===== src/sdf_pkg.sv =====
`default_nettype none

package sdf_pkg;

  // Fixed field width of the value on both channels
  localparam int VALUE_W = 32;

  // Defaults for the top-level parameters
  localparam int TABLE_DEPTH_DEF = 256;
  localparam int VALUE_BITS_DEF  = 32;

  // Entries in the queue between front and back
  localparam int Q_DEPTH = 2;

  // One queued input item
  typedef struct packed {
    logic signed [VALUE_W-1:0] value;
    logic                      last;
  } item_t;

  // Back-end sequencer states
  typedef enum logic {
    ST_IDLE,
    ST_SCAN
  } state_t;

endpackage

`default_nettype wire


===== src/sdf_in_if.sv =====
`default_nettype none

interface sdf_in_if;
  import sdf_pkg::*;

  logic                      valid;
  logic                      ready;
  logic signed [VALUE_W-1:0] value;
  logic                      last_item;

  modport source (output valid, output value, output last_item, input ready);
  modport sink   (input valid, input value, input last_item, output ready);

endinterface

`default_nettype wire


===== src/sdf_front.sv =====
`default_nettype none

module sdf_front (
  input  wire logic          clk,
  input  wire logic          rst_n,
  sdf_in_if.sink             in_ch,
  output logic               q_valid,
  input  wire logic          q_ready,
  output sdf_pkg::item_t     q_item
);
  import sdf_pkg::*;

  localparam int PTR_W = (Q_DEPTH > 1) ? $clog2(Q_DEPTH) : 1;
  localparam int CNT_W = $clog2(Q_DEPTH + 1);

  item_t            slot_r [Q_DEPTH];
  logic [PTR_W-1:0] wr_ptr_r, wr_ptr_nxt;
  logic [PTR_W-1:0] rd_ptr_r, rd_ptr_nxt;
  logic [CNT_W-1:0] fill_r, fill_nxt;
  logic             push, pop;

  // handshake on both sides of the queue
  assign in_ch.ready = (fill_r != CNT_W'(Q_DEPTH));
  assign q_valid     = (fill_r != '0);
  assign q_item      = slot_r[rd_ptr_r];
  assign push        = in_ch.valid && in_ch.ready;
  assign pop         = q_valid && q_ready;

  // pointer and fill bookkeeping
  always_comb begin
    wr_ptr_nxt = wr_ptr_r;
    rd_ptr_nxt = rd_ptr_r;
    fill_nxt   = fill_r;
    if (push) begin
      wr_ptr_nxt = (wr_ptr_r == PTR_W'(Q_DEPTH - 1)) ? '0 : wr_ptr_r + PTR_W'(1);
    end
    if (pop) begin
      rd_ptr_nxt = (rd_ptr_r == PTR_W'(Q_DEPTH - 1)) ? '0 : rd_ptr_r + PTR_W'(1);
    end
    if (push && !pop) begin
      fill_nxt = fill_r + CNT_W'(1);
    end else if (pop && !push) begin
      fill_nxt = fill_r - CNT_W'(1);
    end
  end

  always_ff @(posedge clk) begin
    if (!rst_n) begin
      wr_ptr_r <= '0;
      rd_ptr_r <= '0;
      fill_r   <= '0;
    end else begin
      wr_ptr_r <= wr_ptr_nxt;
      rd_ptr_r <= rd_ptr_nxt;
      fill_r   <= fill_nxt;
    end
  end

  // queue storage, no reset needed
  always_ff @(posedge clk) begin
    if (push) begin
      slot_r[wr_ptr_r] <= '{value: in_ch.value, last: in_ch.last_item};
    end
  end

endmodule

`default_nettype wire


===== src/flat_wrapper.sv =====
// flat-port wrapper written by rule: the top's interface ports become plain ports
module sdf_front_flat import sdf_pkg::*;
  (clk, rst_n, q_valid, q_ready, q_item, in_ch_valid, in_ch_value, in_ch_last_item, in_ch_ready);
  sdf_in_if in_ch_i ();
  input  wire logic clk;
  input  wire logic rst_n;
  output logic q_valid;
  input  wire logic q_ready;
  output sdf_pkg::item_t q_item;
  input wire logic [$bits(in_ch_i.valid)-1:0] in_ch_valid;
  input wire logic [$bits(in_ch_i.value)-1:0] in_ch_value;
  input wire logic [$bits(in_ch_i.last_item)-1:0] in_ch_last_item;
  output wire logic [$bits(in_ch_i.ready)-1:0] in_ch_ready;
  assign in_ch_i.valid = in_ch_valid;
  assign in_ch_i.value = in_ch_value;
  assign in_ch_i.last_item = in_ch_last_item;
  assign in_ch_ready = in_ch_i.ready;
  sdf_front u_core (.clk(clk), .rst_n(rst_n), .in_ch(in_ch_i), .q_valid(q_valid), .q_ready(q_ready), .q_item(q_item));
endmodule

===== config.mk =====
export PLATFORM = sky130hd
export DESIGN_NAME = sdf_front_flat
export DESIGN_NICKNAME = d
export VERILOG_FILES = /design/src/sdf_pkg.sv /design/src/sdf_in_if.sv /design/src/sdf_front.sv /design/src/flat_wrapper.sv
export SDC_FILE = /design/constraint.sdc
export NUM_CORES = 1
export LEC_CHECK = 0
export BUFFER_PORTS_ARGS = -buffer_cell sky130_fd_sc_hd__clkbuf_2
export CAP_MARGIN = 20
export CELL_PAD_IN_SITES_DETAIL_PLACEMENT = 1
export CELL_PAD_IN_SITES_GLOBAL_PLACEMENT = 2
export CORE_MARGIN = 3
export CORE_UTILIZATION = 40
export DETAILED_ROUTE_END_ITERATION = 7
export PLACE_DENSITY_LB_ADDON = 0.1
export SETUP_SLACK_MARGIN = 0.02
export SYNTH_ARGS = -nofsm -noshare
export SYNTH_HDL_FRONTEND = slang
export SYNTH_SLANG_ARGS = --single-unit

===== constraint.sdc =====
create_clock -name clk -period 3.4 [get_ports clk]
set_input_delay 0.51 -clock clk [delete_from_list [all_inputs] [get_ports clk]]
set_output_delay 0.51 -clock clk [all_outputs]
set_load 0.01 [all_outputs]

* Yosys cells after proc, flatten, opt, wreduce, memory -nomap -nowiden
Memories as Yosys holds them, arrays and structs flattened. A register that Yosys moved wholly into a read port is not among the register bits.
Index checks and enable logic that the tools add are counted.
** Storage, ports and cells
- Output and inout bits :: 35
- Bits in registers :: 4
- Input bits :: 37
- RAM bits :: 66
- Memories :: 1
** Memory list
- u_core.slot_r :: depth 2, bits a word 33, read ports 1, clocked after Yosys merged registers in 1, write ports 1, RTL line sdf_front.sv:16 : item_t slot_r [Q_DEPTH];
** Cells by class
- Add/subtract/negate cells :: 4
- Multiplexer cells :: 8
- Eq/ne operators :: 1
- Reduce and logical (&&, ||, !) cells :: 8
** Operators by type and width (count)
- two-way mux 1 bit :: 6
- logical AND 1 bit :: 4
- two-way mux 2 bit :: 2
- nonzero test 2 bit :: 2
- adder 1 bit (second input constant) :: 2
- adder 2 x 1 -> 2 bit (second input constant) :: 1
- logical NOT 1 bit :: 2
- inequality test 2 bit (second input constant) :: 1
- subtractor 2 x 1 -> 2 bit (second input constant) :: 1

* Longest topological paths before layout
- Depth in word-level cells :: 6
- Depth in mapped cells :: 6

* Worst setup path after synthesis
No wires, ideal clock.
- Path type :: reg-to-reg
- Start point :: reg u_core.fill_r[0]
- End point :: mem u_core.slot_r[1][0] in the netlist's numbering, enable pin
- Arrival time :: 1.431 ns
- Setup slack :: 1.576 ns
- Data required time :: 3.007 ns
- Clock period less this slack :: 1.824 ns
- Buffers on the path :: 0
- Library setup time :: 0.393 ns
- Stages on the path, launching flop included :: 3
- Cells stage by stage :: dfxtp_1 -> nand2b_4 -> and3_1
** On the way
- Cells in the longest elaborated chain, start to end :: 4
** RTL lines
- start, declared :: RTL line sdf_front.sv:19 : logic [CNT_W-1:0] fill_r, fill_nxt;
- start signal, assigned :: RTL line sdf_front.sv:55 : fill_r <= fill_nxt;
- inequality test 2 bit :: RTL line sdf_front.sv:23 : assign in_ch.ready = (fill_r != CNT_W'(Q_DEPTH));
- net in_ch_ready :: RTL line flat_wrapper.sv:13 : output wire logic [$bits(in_ch_i.ready)-1:0] in_ch_ready;
- logical AND 1 bit :: RTL line sdf_front.sv:26 : assign push = in_ch.valid && in_ch.ready;
- two-way mux 1 bit :: RTL line sdf_front.sv:61 : if (push) begin
- two-way mux 1 bit (not written as such) :: RTL line sdf_front.sv:62 : slot_r[wr_ptr_r] <= '{value: in_ch.value, last: in_ch.last_item};
- end, declared :: RTL line sdf_front.sv:16
The timed path passes the listed nets, and every way through them passes these cells.

==> metrics.md <==
| Metric | Value |
|---|---|
| Slew HR | `47.2%` |
| CTS tree | `built` |
| Root Buffer | `clkbuf_8` |
| Fin crit share | `66.1%` |
| Hold depth | `1` |
| Maximum clock rate | `0.445 GHz` |
| Most common cell after layout, fill and taps aside | `clkbuf_2` |
| # H-tree levels | `3` |
| Core footprint | `6130 um^2` |
| Clock transition at path regs | `0.07 ns` |
| Most frequent cells in the layout | `clkbuf_2 (71), edfxtp_1 (66), mux2_2 (33)` |
| Filler Cell Count | `585` |
| Worst Max-Slew Pin Slew | `0.793 ns` |
| Total negative slack | `0 ns` |
| Largest net degree at the start of global routing | `34` |
| Placed Cells | `270` |
| R2R Path End | `u_core.slot_r[0][32]` |
| Leakage | `0.00123 uW` |
| Area Overhead vs Synth | `22.6%` |
| Mean cell area of the mapped netlist | `20.6 um^2` |
| Post-CTS Setup Bufs | `0` |
| Mapped Nets | `165` |
| #FFs+latches synth | `71` |
| Post-synthesis sequential area ratio | `79.6%` |
| Post-Route WL | `4.70 mm` |
| Cell Rows | `28` |
| Slowest stage delay, CP | `0.85 ns` |
| Die area | `7550 um^2` |
| Initial DRC Count | `63` |
| Critical path required time | `2.89 ns` |
| Gpl congestion | `0.760` |
| Final hold viol count | `0` |
| Multi-input gate area | `512 um^2` |
| Post-DRT Antenna Nets | `0` |
| IO Count | `72` |
| Final setup viols | `0` |
| Worst Path Arrival | `1.74 ns` |
| Clk_skew | `0.00354 ns` |
| CP Cell Sequence | `mux2_2 -> clkbuf_2` |
| Hold EP | `u_core.slot_r[0][22]` |
| FF/Latch Area | `2080 um^2` |
| Hold Slack | `0.371 ns` |
| Layout Cells excl Fill | `285` |
| Hold_buf cts | `0` |
| Critical Path Fanout Max | `33` |
| PD cells | `707 nW/um^2` |
| Routed length per placed instance | `16.5 um` |
| Max Slew Vio Count | `0` |
| 1st-pass router iterations | `4` |
| Via count | `1400` |
| Status | `finished clean` |
| FF-to-FF Start | `u_core.fill_r[0]` |
| CP endpoint kind | `primary output` |
| Final #Nets | `244` |
| All-Layer GR Usage | `13.9%` |
| Reg2Reg Setup Slack | `1.45 ns` |
| Worst hold path startpoint | `in_ch_value[21]` |
| Cells after Synth | `127` |
| Chip width | `86.9 um` |
| Clk buf depth | `2` |
| Slowest CP cell | `dfxtp_2` |
| CTS Buf Count | `9` |
| Port bufs | `71` |
| Dpl hpwl | `3.27 mm` |
| YS warnings | `0` |
| DRC | `0` |
| Post-synthesis cell area | `2620 um^2` |
| Number of global-route vias before repair | `1597` |
| Kind of critical path | `register to primary output` |
| First-pass GRT wire length | `7.62 mm` |
| Clk Latency, worst-skew pair | `0.33 ns` |
| # diodes | `0` |
| Die height | `86.9 um` |
| RSZ-0062 raised after global routing | `false` |
| Max IR drop VDD | `0.362 mV` |
| Worst min path class | `input port to register` |
| Initial antenna violation count | `0` |
| CP Launch Type | `register` |
| Drt via density | `4.91` |
| Min Tclk post-route | `2.25 ns` |
| R2R depth | `4` |
| Max Cap Viol | `0` |
| Post-CTS sizing | `0` |
| CTS Sinks | `71` |
| Gr ovfl total | `0` |
| Fraction of layout cells with a size suffix above 1 | `59.0%` |
| Initial Util | `42.7%` |
| Count of cell types in the netlist | `19` |
[layout make-up]
cell class | count | share of cell area, %
clock buffers | 9 | 3.86
well taps | 75 | 2.93
clock inverters | 6 | 0.897
repair buffers | 72 | 11.3
flip-flops and latches | 71 | 64.9
multi-input cells | 51 | 16.0
inverters | 1 | 0.117
[worst max-delay path: cells and delay by family (launching register included)]
family | cells | cell delay (ns)
DFF | 1 | 0.85
buffers and inverters | 1 | 0.13
muxes | 1 | 0.43
[sequential cells by signal, indices dropped and copies added (netlist names), named ones only]
| register | cells |
|---|---|
| u_core.fill_r | 2 |
| u_core.rd_ptr_r | 1 |
| u_core.slot_r | 66 |
| u_core.wr_ptr_r | 1 |
[metrics by stage]
step / util (%) / total power [uW] / cell area (um^2) / worst slack [ns]
2_1_floorplan: - / 1540 / 2620 / 1.58
3_3_place_gp: 49.8 / 1750 / 3060 / 1.45
3_5_place_dp: 49.8 / 1780 / 3060 / 1.37
4_1_cts: 52.3 / 2310 / 3210 / 1.09
5_1_grt: 52.3 / 2410 / 3210 / 1.04
6_report: 52.3 / 2270 / 3210 / 1.15
[worst max-delay path by stage]
stage,cells after the start,slack (ns),to,from
2_1_floorplan,2,1.58,u_core.slot_r[1][0],u_core.fill_r[0]
3_3_place_gp,4,1.45,u_core.slot_r[0][19],in_ch_valid
3_5_place_dp,4,1.37,u_core.slot_r[0][18],in_ch_valid
4_1_cts,2,1.09,q_item[12],register
5_1_grt,2,1.04,q_item[20],register
6_report,2,1.15,q_item[25],register
[layer usage]
metal	up-vias	part of all wire (%)	global-route usage (%)
met5	-	0	0
met4	0	2.5	8.50
met3	11	5.2	3.50
met2	50	52	24.1
met1	683	40	15.2
li1	656	-	-
[kinds of logic (layout without fill, tap and decap cells)]
kind of cell             Yosys count  after routing  synth area share (%)
buffers and inverters              5             88                 0.909
XOR/XNOR                           3              3                  1.00
flip-flops                        71             71                  79.6
multiplexers                      33             33                  14.2
AND/OR/NAND/NOR                    9              9                  2.49
AO/OA/AOI/OAI                      5              5                  1.34
adder cells (fa/ha/maj)            1              1                 0.478
[report_power, final]
group / internal, uW / switching (uW) / total, uW
registers: 1100 / 90.5 / 1190
logic: 287 / 266 / 553
clock network: 251 / 278 / 529
total: 1630 / 635 / 2270
[cells in the mapped netlist]
library cell  number  share of area [%]
nand2b_4           1               0.53
nand3b_1           1               0.29
o21ai_1            1               0.19
xor2_1             1               0.33
or2_2              1               0.24
or3_1              1               0.24
buf_2              4               0.77
edfxtp_1          66                 76
a21boi_1           1               0.29
a21bo_2            1               0.38
inv_1              1               0.14
a21boi_0           1               0.29
dfxtp_1            5                3.8
o21ai_0            1               0.19
and2_1             4               0.96
xnor2_1            2               0.67
ha_1               1               0.48
mux2_2            33                 14
and3_1             1               0.24
Note: power is estimated with default switching activity, not from simulation.
